[config.mk]
export PLATFORM = sky130hd
export DESIGN_NAME = dime_ram
export DESIGN_NICKNAME = d
export VERILOG_FILES = /design/src/design/dime_ram.sv
export SDC_FILE = /design/constraint.sdc
export NUM_CORES = 1
export LEC_CHECK = 0
export ABC_AREA = 1
export BUFFER_PORTS_ARGS = -buffer_cell sky130_fd_sc_hd__buf_2
export CAP_MARGIN = 10
export CORE_AREA = 2 2 156 158
export CTS_CLUSTER_DIAMETER = 40
export DETAILED_ROUTE_END_ITERATION = 8
export DIE_AREA = 0 0 158 160
export SLEW_MARGIN = 20
export SYNTH_ARGS = -nofsm -noshare
export SYNTH_HDL_FRONTEND = slang
export SYNTH_SLANG_ARGS = --single-unit
[constraint.sdc]
create_clock -name clock -period 1.41 [get_ports clock]
set_clock_uncertainty 0.15 [all_clocks]
set_input_delay 0.141 -clock clock [delete_from_list [all_inputs] [get_ports clock]]
set_output_delay 0.141 -clock clock [all_outputs]
set_load 0.05 [all_outputs]
[src/design/dime_ram.sv]
// Single-port-write, single-port-read synchronous RAM with registered read.
module dime_ram #(
   parameter int WIDTH = 8,
   parameter int DEPTH = 16
) (
   input  logic clock,
   input  logic wr_en,
   input  logic [$clog2(DEPTH)-1:0] wr_addr,
   input  logic [WIDTH-1:0] wr_data,
   input  logic rd_en,
   input  logic [$clog2(DEPTH)-1:0] rd_addr,
   output logic [WIDTH-1:0] rd_data
);

   logic [WIDTH-1:0] mem [DEPTH];

   always_ff @(posedge clock) begin
      if (wr_en) begin
         mem[wr_addr] <= wr_data;
      end
   end

   always_ff @(posedge clock) begin
      if (rd_en) begin
         rd_data <= mem[rd_addr];
      end
   end

endmodule

## Word level (Yosys, flattened, before mapping)

Memory sizes are Yosys's and may differ from the RTL's. A register that Yosys moved wholly into a read port is not among the register bits.
Cells that the tools add are included.

- Bits in registers: 0
- RAM bits: 128
- Output and inout port bits: 8
- Word-level logic and storage cells: 3
- Memories: 1

Memory list:

| memory | words | width | read ports | clocked after memory_dff | wr ports | line | text |
|---|---|---|---|---|---|---|---|
| mem | 16 | 8 | 1 | 1 | 1 | 15 | `logic [WIDTH-1:0] mem [DEPTH];` |

- Mux-type cells: 2

Operator list:

| kind | count |
|---|---|
| 1-bit two-way mux | 2 |

## Depth between registers and ports, before layout

- Word-level depth: 2
- Mapped depth: 8

## Least setup slack after synthesis

Ideal clock, no wire load.

- Path kind: input to register
- From: input port wr_addr[2]
- To: memory mem[10][0], enable pin
- Library setup time: 370 ps
- Data arrival time: 722 ps
- Required time: 890 ps
- Slack: 168 ps
- Cell stages on the path: 2
- Buffers on the path: 0
- Path through: nand3b_1 nor2_1

RTL lines:

| element | line | text |
|---|---|---|
| start, declared | 8 | `input logic [$clog2(DEPTH)-1:0] wr_addr,` |
| end, declared | 15 |  |

No word-level cell before the write port.

## Worst setup path after layout

- From: register rd_data[2], read port of mem
- To: output port rd_data[2]

RTL lines:

| element | line | text |
|---|---|---|
| start, declared | 12 | `output logic [WIDTH-1:0] rd_data` |

No word-level cell between the ends.

==> results.md <==
- The overall die height is 160 µm.
- The level count of the clock H-tree is 4.
- The final clock period utilization by the worst path is 98.4%.
- The number of max-slew violations in the final report is 0.
- Walking the worst path, the cells encountered are buf_6.
- Across the VDD grid, the largest voltage drop is 841 µV.
- The analysis attributes to cell leakage a power of 0.00300 µW.
- On the worst path, the slowest cell contributes a delay of 0.47 ns.
- TritonCTS built the clock tree.
- Counting both buffers and inverters, the worst setup path holds a total of 1.
- Across the run, the number of max-cap violations was 0.
- The clock tree root buffer cell is clkbuf_16.
- The core area is 0.0238 mm².
- Global routing used 11.6% of the available tracks across all layers.
- After the last flow step, the layout net total stands at 628.
- During synthesis, Yosys emitted a total of 0 warnings.
- STA classifies the critical path startpoint as a flip-flop.
- The net count after synthesis is 570.
- Prior to clock tree synthesis, the placed netlist has a worst setup slack of -0.113 ns.
- In the final routed layout, each cell accounts on average for 14.7 µm.
- Measured against its own limit, the worst slew margin works out to 73.9%.
- Synthesis inferred 136 register bits.
- The count of standard-cell rows is 57.
- The run finished with clean final reports.
- After synthesis, flip-flops and latches occupy 69.8% of the total area.
- Synthesis produced 551 cells.
- The start-to-end type of the worst setup path is flip-flop to primary output.
- The clock insertion delay at the later pin of the skew report is 0.42 ns.
- The synthesized area per cell is 10.6 µm².
- The top cell family by delay on the critical path is flip-flops.
- The filler cell count in the final layout is 2479.
- Setup repair after global routing could not meet its margin everywhere.
- Routability-driven placement finished with a final weighted congestion of 0.843.
- The detailed router finished its first iteration with 404 violations.
- Setup slack on the critical path of the routed design comes to 0.0228 ns.
- The die footprint is 0.0253 mm².
- The number of global-route vias before repair is 3909.
- The slack of the worst reg-to-reg path is 0.09 ns.
- The data arrival time at the worst-slack endpoint is 1.10 ns.
- The number of antenna-violating nets in the routed design is 0.
- At the pin with the least slew margin, the transition time is 0.392 ns.
- The number of setup violations in the final report is 0.
- Derived from the worst setup path, the maximum achievable clock frequency is 721 MHz.
- In this run the tool buffered the top-level ports with 26 buffer cells.
- Before antenna repair, the detailed router went through 5 iterations.
- For this configuration, the core starts out at a cell density of 24.5%.
- The TritonCTS buffer count is 17.
- The half-perimeter wire length of the detailed placement result is 8980 µm.
- The number of antenna violations at the first check in global routing was 0.
- The count of boundary I/O pins is 27.
- The fraction of final layout cells with drive strength greater than 1 is 12.9%.
- The power density over the cells is 1280 mW/mm².
- Data on the critical path is required at its endpoint by 1.12 ns.
- The cell area that synthesis handed to floorplanning was 0.00585 mm².
- The number of library cell types mapped by synthesis is 11.
- For the finished layout, the period the worst path requires is 1.39 ns.
- The count of unresolved DRC violations after routing is 0.
- The total number of vias is 3922.
- The first global-routing pass estimated 21500 µm of wire.
- The clock passes through at most 2 buffers.
- The per-cell via count in the routed design is 4.15.
- The CTS sink count is 136.
- The die width is 158 µm.
- The worst setup path is captured at a primary output.
- After clock tree synthesis, the clock-pin slew on the worst setup and hold paths is 0.05 ns.
- The kind of path behind the tightest hold check is primary input to flip-flop.
- The layout overhead on the synthesized area is 21.8%.
- The filler-free cell count of the finished design is 945.
- The worst-path cell with the longest stage delay is edfxtp_1.
- The total instance count after detailed placement is 910.
- The number of hold violations in the final report was 0.
- Entering global routing, the biggest net connects 36 pins.
- Along the worst path, the maximum fanout reaches 1.
- The count of inserted antenna diode cells is 0.
- The final global-route overflow total is 0.
- The final layout contains routed wiring with a total length of 13900 µm.
## registers in the layout, summed over array words and instances, names as in the netlist
signal,flops
rd_data,8
mem,128
## cell usage after synthesis (all sizes together)
| library cell | n | area (µm²) |
|---|---|---|
| nor2 | 17 | 63.8 |
| edfxtp | 136 | 4080 |
| nand3 | 97 | 485 |
| inv | 102 | 383 |
| nand3b | 2 | 15.0 |
| nand2 | 173 | 649 |
| buf | 24 | 166 |
## final timing paths
check | from | to | cells past startpoint
worst max-delay path | rd_data[2] | rd_data[2] | 1
worst min-delay path | wr_data[2] | mem[5][2] | 1
worst max register to register | mem[7][6] | rd_data[6] | 6
worst min register to register | mem[6][2] | rd_data[2] | 6
## timing repair
action / in CTS / in global routing
endpoints found under the hold margin: 46 / 0
hold buffers: 4 / 0
gates resized for setup: 2 / 4
endpoints found under the setup margin: 2 / 3
setup buffers: 0 / 0
## through the flow
step	utilization (%)	area [µm²]	total power (µW)	setup TNS, ns	hold slack, ns
finish	29.9	7120	9130	0	0.00657
global route	29.9	7120	9440	-0.000431	0.0143
CTS	29.9	7110	9200	0	0.00428
detailed placement	27.6	6560	5350	-0.497	0.370
global placement	27.6	6560	5340	-0.454	0.361
floorplan	-	5850	5050	0	0.0899
## layout by cell type (no fill, tap or decap), drive strengths merged
cell / instances
buf: 59
bufinv: 1
clkbuf: 23
clkinv: 7
dlygate4sd3: 4
edfxtp: 136
inv: 102
nand2: 173
nand3: 97
nand3b: 2
nor2: 17
## logic make-up (layout without fill, tap and decap cells)
family | after synthesis | in the layout | share of synthesized area, %
flops | 136 | 136 | 69.8
simple gates | 289 | 289 | 20.8
buf+inv | 126 | 196 | 9.39
## layer usage
layer	vias up	GRT usage (%)	part of all wire (%)
met2	109	17.3	44
met4	0	4.63	2.2
met5	-	0	0
met1	1890	15.6	47
li1	1900	-	-
met3	23	3.72	7.0
## layout make-up
type                    instances  area [µm²]  area share [%]
inverters                     102         383            5.37
multi-input cells             289        1220            17.1
clock buffers                  23         448            6.29
clock inverters                 8        56.3           0.790
repair buffers                 63         529            7.43
well taps                     324         405            5.69
flip-flops and latches        136        4080            57.3
## where the power goes
group / switching, µW / leakage [µW] / internal (µW)
sequential: 32.6 / 0.00124 / 4560
combinational: 473 / 0.00152 / 219
clock: 1490 / 0.000242 / 2360
total: 1990 / 0.00300 / 7140
Note: power is estimated with default switching activity, not from simulation.
