===== config.mk =====
export PLATFORM = sky130hd
export DESIGN_NAME = dime_engine
export DESIGN_NICKNAME = d
export VERILOG_FILES = /design/src/design/dime_pkg.sv /design/src/design/dime_engine.sv
export SDC_FILE = /design/constraint.sdc
export NUM_CORES = 2
export LEC_CHECK = 0
export ABC_AREA = 1
export BUFFER_PORTS_ARGS = -buffer_cell sky130_fd_sc_hd__buf_2
export CAP_MARGIN = 20
export CELL_PAD_IN_SITES_DETAIL_PLACEMENT = 0
export CELL_PAD_IN_SITES_GLOBAL_PLACEMENT = 2
export CORE_AREA = 4 4 443 445
export DETAILED_ROUTE_END_ITERATION = 12
export DIE_AREA = 0 0 447 449
export PLACE_DENSITY = 0.64
export SYNTH_ARGS = -nofsm -noshare
export SYNTH_HDL_FRONTEND = slang
export SYNTH_SLANG_ARGS = --single-unit

===== constraint.sdc =====
create_clock -name clock -period 15.85 [get_ports clock]
set_input_delay 0.7925 -clock clock [delete_from_list [all_inputs] [get_ports clock]]
set_output_delay 0.7925 -clock clock [all_outputs]
set_load 0.02 [all_outputs]

===== src/design/dime_pkg.sv =====
// Shared types, codes and sizes of the disk image extent map.
package dime_pkg;

   localparam int MAX_SECTIONS = 1024;
   localparam int ADDR_W = $clog2(MAX_SECTIONS);
   localparam int CNT_W = $clog2(MAX_SECTIONS + 1);
   localparam int RESULT_CAP = 34;
   localparam int NUM_W = $clog2(RESULT_CAP);
   localparam logic [14:0] MAX_READ_BYTES = 15'd16384;

   localparam logic [1:0] CMD_CLEAR = 2'd0;
   localparam logic [1:0] CMD_LOAD = 2'd1;
   localparam logic [1:0] CMD_READ = 2'd2;
   localparam logic [1:0] CMD_UNUSED = 2'd3;

   localparam logic [31:0] METHOD_TERMINATOR = 32'hFFFF_FFFF;
   localparam logic [31:0] METHOD_COMMENT = 32'h7FFF_FFFE;
   localparam logic [31:0] METHOD_RAW = 32'd1;
   localparam logic [31:0] METHOD_ZERO = 32'd2;
   localparam logic [31:0] METHOD_PACKED_LO = 32'h8000_0004;
   localparam logic [31:0] METHOD_PACKED_HI = 32'h8000_0007;

   typedef enum logic [3:0] {
      RS_CHUNK = 4'd0,
      RS_EMPTY = 4'd1,
      RS_STORED = 4'd2,
      RS_FILTERED = 4'd3,
      RS_FULL = 4'd4,
      RS_CLEARED = 4'd5,
      RS_NOT_FOUND = 4'd6,
      RS_PAST_END = 4'd7,
      RS_GAP = 4'd8,
      RS_BAD_METHOD = 4'd9
   } status_type;

   typedef enum logic [1:0] {
      ACT_NONE = 2'd0,
      ACT_COPY = 2'd1,
      ACT_ZERO = 2'd2,
      ACT_UNPACK = 2'd3
   } action_type;

   typedef enum logic [2:0] {
      ST_IDLE,
      ST_SRCH_ADDR,
      ST_SRCH_CMP,
      ST_WALK_ADDR,
      ST_WALK_CMP,
      ST_WALK_EMIT
   } state_type;

   typedef struct packed {
      logic [31:0] method;
      logic [48:0] disk_sector;
      logic [47:0] sector_total;
      logic [56:0] image_offset;
      logic [31:0] image_length;
   } sect_type;

   typedef struct packed {
      status_type status;
      action_type action;
      logic [31:0] method_code;
      logic [56:0] source_offset;
      logic [31:0] source_length;
      logic [56:0] section_size;
      logic [56:0] offset_in_section;
      logic [14:0] dest_offset;
      logic [14:0] chunk_length;
      logic last;
   } rsp_type;

endpackage


===== src/design/dime_engine.sv =====
// Command sequencer: table load, binary search and chunk walk over the section RAM.
module dime_engine (
   input  logic clock,
   input  logic reset,
   input  logic accept,
   input  logic raw_mode,
   input  logic [1:0] req_command,
   input  logic [31:0] req_entry_method,
   input  logic [47:0] req_entry_first_sector,
   input  logic [47:0] req_entry_sector_total,
   input  logic [55:0] req_entry_image_offset,
   input  logic [31:0] req_entry_image_length,
   input  logic [47:0] req_part_first_sector,
   input  logic [55:0] req_part_image_offset,
   input  logic [57:0] req_read_offset,
   input  logic [14:0] req_read_length,
   output logic busy,
   output logic emit_valid,
   output dime_pkg::rsp_type emit,
   output logic ram_wr_en,
   output logic [dime_pkg::ADDR_W-1:0] ram_wr_addr,
   output dime_pkg::sect_type ram_wr_data,
   output logic ram_rd_en,
   output logic [dime_pkg::ADDR_W-1:0] ram_rd_addr,
   input  dime_pkg::sect_type ram_rd_data
);

   dime_pkg::state_type state_ff, state_in;
   logic [dime_pkg::CNT_W-1:0] count_ff, count_in;
   logic [dime_pkg::CNT_W-1:0] lo_ff, lo_in, hix_ff, hix_in, idx_ff, idx_in;
   logic [dime_pkg::NUM_W-1:0] num_ff, num_in;
   logic [14:0] done_ff, done_in, len_ff, len_in;
   logic [58:0] offs_ff, offs_in;
   logic [56:0] rd_ff, rd_in, slen_ff, slen_in;

   logic [dime_pkg::CNT_W:0] mid_sum;
   logic [dime_pkg::CNT_W-1:0] mid;
   logic [57:0] start_w;
   logic [56:0] slen_w;
   logic [59:0] diff;
   logic below, in_sect;
   logic [56:0] rem;
   logic [14:0] sz;
   logic [14:0] clip_len;
   logic filtered;

   assign mid_sum = {1'b0, lo_ff} + {1'b0, hix_ff} - {{dime_pkg::CNT_W{1'b0}}, 1'b1};
   assign mid = mid_sum[dime_pkg::CNT_W:1];
   assign start_w = {ram_rd_data.disk_sector, 9'd0};
   assign slen_w = {ram_rd_data.sector_total, 9'd0};
   assign diff = {1'b0, offs_ff} - {2'b00, start_w};
   assign below = diff[59];
   assign in_sect = !below && (diff[58:0] < {2'b00, slen_w});
   assign rem = slen_ff - rd_ff;
   assign sz = (rem < {42'd0, len_ff}) ? rem[14:0] : len_ff;
   assign clip_len = (req_read_length > dime_pkg::MAX_READ_BYTES) ?
                     dime_pkg::MAX_READ_BYTES : req_read_length;
   assign filtered = (req_entry_method == dime_pkg::METHOD_TERMINATOR) ||
                     (req_entry_method == dime_pkg::METHOD_COMMENT) ||
                     (req_entry_sector_total == 48'd0);

   assign busy = (state_ff != dime_pkg::ST_IDLE);

   assign ram_wr_addr = count_ff[dime_pkg::ADDR_W-1:0];
   assign ram_wr_data.method = req_entry_method;
   assign ram_wr_data.disk_sector = {1'b0, req_entry_first_sector} +
                                    {1'b0, req_part_first_sector};
   assign ram_wr_data.sector_total = req_entry_sector_total;
   assign ram_wr_data.image_offset = {1'b0, req_entry_image_offset} +
                                     {1'b0, req_part_image_offset};
   assign ram_wr_data.image_length = req_entry_image_length;

   always_comb begin
      state_in = state_ff;
      count_in = count_ff;
      lo_in = lo_ff;
      hix_in = hix_ff;
      idx_in = idx_ff;
      num_in = num_ff;
      done_in = done_ff;
      len_in = len_ff;
      offs_in = offs_ff;
      rd_in = rd_ff;
      slen_in = slen_ff;
      emit_valid = 1'b0;
      emit = '0;
      emit.last = 1'b1;
      ram_wr_en = 1'b0;
      ram_rd_en = 1'b0;
      ram_rd_addr = mid[dime_pkg::ADDR_W-1:0];
      case (state_ff)
         dime_pkg::ST_IDLE: begin
            if (accept) begin
               case (req_command)
                  dime_pkg::CMD_CLEAR: begin
                     count_in = '0;
                     emit_valid = 1'b1;
                     emit.status = dime_pkg::RS_CLEARED;
                  end
                  dime_pkg::CMD_LOAD: begin
                     emit_valid = 1'b1;
                     if (filtered) begin
                        emit.status = dime_pkg::RS_FILTERED;
                     end else if (count_ff >= dime_pkg::CNT_W'(dime_pkg::MAX_SECTIONS)) begin
                        emit.status = dime_pkg::RS_FULL;
                     end else begin
                        ram_wr_en = 1'b1;
                        count_in = count_ff + 1'b1;
                        emit.status = dime_pkg::RS_STORED;
                     end
                  end
                  dime_pkg::CMD_READ: begin
                     if (raw_mode) begin
                        emit_valid = 1'b1;
                        if (clip_len == 15'd0) begin
                           emit.status = dime_pkg::RS_EMPTY;
                        end else begin
                           emit.status = dime_pkg::RS_CHUNK;
                           emit.action = dime_pkg::ACT_COPY;
                           emit.source_offset = req_read_offset[56:0];
                           emit.source_length = {17'd0, clip_len};
                           emit.chunk_length = clip_len;
                        end
                     end else begin
                        offs_in = {1'b0, req_read_offset};
                        len_in = clip_len;
                        lo_in = '0;
                        hix_in = count_ff;
                        done_in = '0;
                        num_in = '0;
                        state_in = dime_pkg::ST_SRCH_ADDR;
                     end
                  end
                  default: begin
                  end
               endcase
            end
         end
         dime_pkg::ST_SRCH_ADDR: begin
            if (lo_ff >= hix_ff) begin
               emit_valid = 1'b1;
               emit.status = dime_pkg::RS_NOT_FOUND;
               state_in = dime_pkg::ST_IDLE;
            end else begin
               ram_rd_en = 1'b1;
               state_in = dime_pkg::ST_SRCH_CMP;
            end
         end
         dime_pkg::ST_SRCH_CMP: begin
            if (in_sect) begin
               idx_in = mid;
               if (len_ff == 15'd0) begin
                  emit_valid = 1'b1;
                  emit.status = dime_pkg::RS_EMPTY;
                  state_in = dime_pkg::ST_IDLE;
               end else begin
                  state_in = dime_pkg::ST_WALK_ADDR;
               end
            end else begin
               if (below) begin
                  hix_in = mid;
               end else begin
                  lo_in = mid + 1'b1;
               end
               state_in = dime_pkg::ST_SRCH_ADDR;
            end
         end
         dime_pkg::ST_WALK_ADDR: begin
            ram_rd_addr = idx_ff[dime_pkg::ADDR_W-1:0];
            if (idx_ff >= count_ff ||
                num_ff >= dime_pkg::NUM_W'(dime_pkg::RESULT_CAP - 1)) begin
               emit_valid = 1'b1;
               emit.status = dime_pkg::RS_PAST_END;
               emit.dest_offset = done_ff;
               state_in = dime_pkg::ST_IDLE;
            end else begin
               ram_rd_en = 1'b1;
               state_in = dime_pkg::ST_WALK_CMP;
            end
         end
         dime_pkg::ST_WALK_CMP: begin
            if (!in_sect) begin
               emit_valid = 1'b1;
               emit.status = dime_pkg::RS_GAP;
               emit.dest_offset = done_ff;
               state_in = dime_pkg::ST_IDLE;
            end else begin
               rd_in = diff[56:0];
               slen_in = slen_w;
               state_in = dime_pkg::ST_WALK_EMIT;
            end
         end
         dime_pkg::ST_WALK_EMIT: begin
            emit_valid = 1'b1;
            emit.method_code = ram_rd_data.method;
            emit.dest_offset = done_ff;
            emit.status = dime_pkg::RS_CHUNK;
            emit.section_size = slen_ff;
            emit.offset_in_section = rd_ff;
            emit.chunk_length = sz;
            emit.source_length = {17'd0, sz};
            emit.last = (len_ff == sz);
            if (ram_rd_data.method == dime_pkg::METHOD_RAW) begin
               emit.action = dime_pkg::ACT_COPY;
               emit.source_offset = ram_rd_data.image_offset + rd_ff;
            end else if (ram_rd_data.method == dime_pkg::METHOD_ZERO) begin
               emit.action = dime_pkg::ACT_ZERO;
            end else if (ram_rd_data.method inside
                         {[dime_pkg::METHOD_PACKED_LO:dime_pkg::METHOD_PACKED_HI]}) begin
               emit.action = dime_pkg::ACT_UNPACK;
               emit.source_offset = ram_rd_data.image_offset;
               emit.source_length = ram_rd_data.image_length;
            end else begin
               emit = '0;
               emit.status = dime_pkg::RS_BAD_METHOD;
               emit.method_code = ram_rd_data.method;
               emit.dest_offset = done_ff;
               emit.last = 1'b1;
            end
            if (emit.status == dime_pkg::RS_BAD_METHOD || len_ff == sz) begin
               state_in = dime_pkg::ST_IDLE;
            end else begin
               state_in = dime_pkg::ST_WALK_ADDR;
            end
            done_in = done_ff + sz;
            offs_in = offs_ff + {44'd0, sz};
            len_in = len_ff - sz;
            idx_in = idx_ff + 1'b1;
            num_in = num_ff + 1'b1;
         end
         default: begin
            state_in = dime_pkg::ST_IDLE;
         end
      endcase
   end

   always_ff @(posedge clock) begin
      if (reset) begin
         state_ff <= dime_pkg::ST_IDLE;
         count_ff <= '0;
      end else begin
         state_ff <= state_in;
         count_ff <= count_in;
      end
   end

   always_ff @(posedge clock) begin
      lo_ff <= lo_in;
      hix_ff <= hix_in;
      idx_ff <= idx_in;
      num_ff <= num_in;
      done_ff <= done_in;
      len_ff <= len_in;
      offs_ff <= offs_in;
      rd_ff <= rd_in;
      slen_ff <= slen_in;
   end

endmodule


# After elaboration in Yosys (flattened, before gate mapping)
# Index checks and enable logic that the tools add are counted.
# totals
regBits	247
out_inout_bits	514
# classes
n_addsub	14
magnitude_cmp	9
eq_ne	22
n_mux	106
n_reduce_logical	25
# ops
cell	count
2-to-1 mux 89 bit	5
2-to-1 mux 234 bit	1
2-to-1 mux 15 bit	14
one-hot mux 89 bit (2 select lines)	1
2-to-1 mux 177 bit	1
2-to-1 mux 59 bit	3
2-to-1 mux 145 bit	1
2-to-1 mux 11 bit	13
one-hot mux 59 bit (2 select lines)	1
2-to-1 mux 114 bit	1
one-hot mux 15 bit (2 select lines)	3
one-hot mux 11 bit (2 select lines)	4
subtractor 59 x 58 -> 60 bit	1
adder 59 x 15 -> 59 bit	1
< comparator 59 x 57 -> 1 bit	1
adder 56 x 56 -> 57 bit	1
adder 57 bit	1
< comparator 57 x 15 -> 1 bit	1
2-to-1 mux 57 bit	1
subtractor 57 bit	1
adder 48 x 48 -> 49 bit	1
logical NOT 48 bit	1
one-hot mux 15 bit (3 select lines)	1
adder 11 x 1 -> 11 bit, second input constant	3
52 further kinds	114

# Longest topological paths before layout
# logic_depth
ltp_word	10
depth_mapped	41
ltp_nobuf	40

# Worst setup path after synthesis
# No wires, ideal clock.
# synth_timing
path_type	in2reg
startpoint	input port ram_rd_data[137] (netlist name)
endpoint	register rd_ff[0] (enable)
t_arrival_ns	5.866
required_time_ns	15.392
slack_ns	9.526
cell_stages	27
cell_sequence	ha_1 > inv_1 > fa_1 > nand2_1 > inv_1 > nand2_1 > nand2_1 > a21oi_1 > o21ai_1 > nand3_1 > nand2_1 > nand3_1 > nand2_1 > a21oi_1 > o21bai_1 > xor2_1 > ha_1 > nand2_1 > nor2_1 > a211oi_1 > o221a_2 > nand2_1 > nand2_1 > nand2_1 > nand3_1 > nand3_1 > inv_1
# synth_between
elab_chain_len	4
# synth_lines
item	line	text
from (decl)	dime_engine.sv:25	input dime_pkg::sect_type ram_rd_data
subtractor 59 x 58 -> 60 bit	dime_engine.sv:51	assign diff = {1'b0, offs_ff} - {2'b00, start_w};
named net diff[45]	dime_engine.sv:40	logic [59:0] diff;
< comparator 59 x 57 -> 1 bit	dime_engine.sv:53	assign in_sect = !below && (diff[58:0] < {2'b00, slen_w});
logical AND 1 bit	dime_engine.sv:53	
AND reduction 2 bit (no line)	-	
to (signal assigned)	dime_engine.sv:255	rd_ff <= rd_in;
to (decl)	dime_engine.sv:34	logic [56:0] rd_ff, rd_in, slen_ff, slen_in;
# The timed path passes the listed nets, and every way through them passes these cells.
# A chain may end at the register's enable or synchronous reset.

# Final worst setup path
# layout_timing
startpoint	register slen_ff[17]
endpoint	register offs_ff[41] (data pin)
# layout_between
elab_chain_len	5
# layout_lines
item	line	text
from (decl)	dime_engine.sv:34	
from (signal assigned)	dime_engine.sv:256	slen_ff <= slen_in;
subtractor 57 bit	dime_engine.sv:54	assign rem = slen_ff - rd_ff;
< comparator 57 x 15 -> 1 bit	dime_engine.sv:55	assign sz = (rem < {42'd0, len_ff}) ? rem[14:0] : len_ff;
2-to-1 mux 15 bit	dime_engine.sv:55	
adder 59 x 15 -> 59 bit	dime_engine.sv:226	offs_in = offs_ff + {44'd0, sz};
one-hot mux 59 bit (2 select lines)	dime_engine.sv:91	case (state_ff)
named net offs_in[41]	dime_engine.sv:33	logic [58:0] offs_ff, offs_in;
to (signal assigned)	dime_engine.sv:254	offs_ff <= offs_in;
to (decl)	dime_engine.sv:33	
# The timed path passes the listed nets, and every way through them passes these cells.

==> results.yml <==
detailed_routing:
  drt_iter0_markers: 2547
  vias_per_cell: 4.585
  wl_per_cell_um: 24.84
  antenna_left: 0
  first_pass_iters: 5
  drcViolationCount: 0
  vias: 44040
  routed_wl_um: 238500
clock_network:
  cts_root_buf: "clkbuf_16"
  post_cts_resized: 0
  cts_sinks: 247
  post_cts_buffers: 0
  h-tree-depth: 1
  clockBufferDepth: 3
  cts_tree: "built"
  clkTransAtPathRegs_ns: 0.07
  cts_made_buffers: 30
  clk_latency_ns: 0.62
  cts.hold.buffers_added: 0
sta:
  final_hold_viol_count: 0
  finalMaxSlewViolations: 0
  post-route-min-period_ns: 7.528
  max_freq_mhz: 132.8
  tightest_slew_ns: 1.093
  slew_headroom_pct: 26.96
  finalHoldWorstSlack_ns: 0.3670
  totalNegativeSetupSlack_ns: 0
  setup_violations: 0
  fin_worst_skew_ns: 0.02208
  fin_crit_sh_pct: 47.49
  rsz0062_at_grt: "no"
grt:
  grtUsageTotal_pct: 22.60
  grt_overflow: 0
  grt_max_degree: 87
  grt_pass1_vias: 45260
  antenna_found_initial: 49
  grt_pass1_wl_um: 329500
die:
  num_rows: 161
  die-area_um2: 200700
  core_um2: 192200
  initial_core_util_pct: 19.74
  fp.dieW_um: 447
  io_pins: 1131
  die_y_um: 449
logic_synthesis:
  avgSynthCellArea_um2: 6.211
  synth-edff-count: 233
  ys_warn_count: 0
  ys_dominant_reg_cell: "edfxtp_1"
  yosysSeqAreaShare_pct: 19.18
  async_reset_ff_share_pct: 0
  syn-instance-count: 6107
  synth_area_um2: 37930
  synth_cell_type_count: 57
  synth_seq_cells: 247
placement:
  placed_cell_area_um2: 45360
  io_buffers: 1057
  dp_hpwl_um: 214400
  gp_congestion: 1.015
pwr:
  pwr-share-clk_pct: 29.8
  p_leak_nw: 24.00
  power.switching_fraction_pct: 40.88
  p_seq_share_pct: 29.8
  power.internal_mw: 1.470
  power_density_nw_per_um2: 53.51
  peakVddDrop_mv: 0.06548
  p_comb_share_pct: 40.4
  p_sw_mw: 1.016
setup_path:
  rrSetupSlack_ns: 8.32
  worst_setup_path_end_kind: "register"
  r2r_start: "slen_ff[17]"
  critPathRequiredTime_ns: 16.22
  reg2reg_depth: 29
  crit_type: "register to register"
  r2r_end: "offs_ff[41]"
  crit_top_cell: "nand2_1"
  critPathMaxStageDelay_ns: 0.59
  critPathSlowestCell: "edfxtp_1"
  start_kind: "register"
  crit_arrival_ns: 7.90
  path_max_fanout: 16
cells_and_area:
  final_common_cell: "nand2_1"
  drive_gt1_share_pct: 17.52
  register_area_um2: 7277
  area_delta_synth_final_pct: 22.47
  multi_input_area_um2: 25190
  final_cell_mix: "nand2_1 (1,435), inv_1 (1,111), buf_2 (1,057)"
  finalInstanceArea_um2: 46450
  fin_nets: 8057
  fillers: 22340
min_path:
  hold_depth: 1
  min_to: "slen_ff[39]"
  hp-class: "input port to register"
  hold_path.startpoint: "ram_rd_data[119]"
run_status:
  status: "finished clean"
flow_run:
  drv_cap: 0
[how the worst max path moves through the flow]
stage	startpoint	to	depth (start not counted)	slack, ns
2_1_floorplan	ram_rd_data[137]	rd_ff[0]	27	9.53
4_1_cts	rd_ff[0]	offs_ff[41]	34	8.23
5_1_grt	rd_ff[0]	offs_ff[52]	37	7.76
6_report	slen_ff[17]	offs_ff[41]	29	8.32
3_5_place_dp	rd_ff[0]	offs_ff[41]	34	8.24
3_3_place_gp	rd_ff[0]	offs_ff[41]	34	8.30
[layout make-up]
class	count	share of cell area, %
diodes	35	0.1885
clock buffers	37	1.761
clock inverters	17	0.3825
inverters	1132	9.158
multi-input cells	4527	54.22
flip-flops and latches	247	15.66
well taps	2526	6.803
repair buffers	1083	11.82
[cell usage after synthesis (all sizes together), types with 78 or more instances]
cell type	n	area (um2)
nand2	1456	5518
inv	1128	4234
nor2	758	2915
a21oi	465	2335
ha	411	5142
o21ai	351	1768
edfxtp	233	6997
nand3	233	1189
buf	151	1086
xor2	144	1261
nand4	112	700.7
xnor2	90	788.3
a31oi	87	544.3
nor3	78	390.4
[routing by layer]
layer | track usage, % | routed length, um | up-vias
li1 | - | - | 21690
met1 | 23.63 | 87400 | 20590
met2 | 41.83 | 121400 | 1389
met3 | 3.305 | 11870 | 357
met4 | 14.65 | 17850 | 10
met5 | 0 | 61 | -
[stage by stage]
stage	worst slack (ns)	power, mW	utilization [%]	instances
2_1_floorplan	9.526	1.352	-	6115
3_3_place_gp	8.297	1.765	23.60	9514
3_5_place_dp	8.243	1.760	23.60	9514
4_1_cts	8.233	2.509	24.12	9568
5_1_grt	7.765	2.624	24.17	9600
6_report	8.322	2.486	24.17	9604
[power by group through the flow]
stage	registers, mW	logic [mW]	clock network [mW]
after floorplan	0.750	0.602	0
after global placement	0.756	1.01	0
after detailed placement	0.756	1.00	0
after CTS	0.742	1.01	0.759
after global routing	0.742	1.10	0.783
final	0.742	1.00	0.740
[sequential cells by signal, summed over array words and instances (netlist names), 6 cells and up]
register	cells
offs_ff	59
rd_ff	57
slen_ff	48
done_ff	15
len_ff	15
count_ff	11
hix_ff	11
idx_ff	11
lo_ff	11
num_ff	6
[logic make-up after synthesis]
| kind of cell | share of synthesized area, % |
|---|---|
| AND/OR/NAND/NOR | 30.17 |
| XOR/XNOR | 5.403 |
| flip-flops | 19.18 |
| adder cells (fa/ha/maj) | 13.98 |
| buffers and inverters | 14.64 |
| AO/OA/AOI/OAI | 16.61 |
| other | 0.009886 |
[worst max-delay path, delay by kind of cell (launching register included)]
kind / cells / cell delay, ns
AOI/OAI and AO/OA: 2 / 0.58
xor gates and xnor gates: 1 / 0.11
adders and majority gates: 2 / 0.75
buffers and inverters: 2 / 0.37
DFF: 1 / 0.59
and+or+nand+nor: 22 / 4.81
Note: power is estimated with default switching activity, not from simulation.
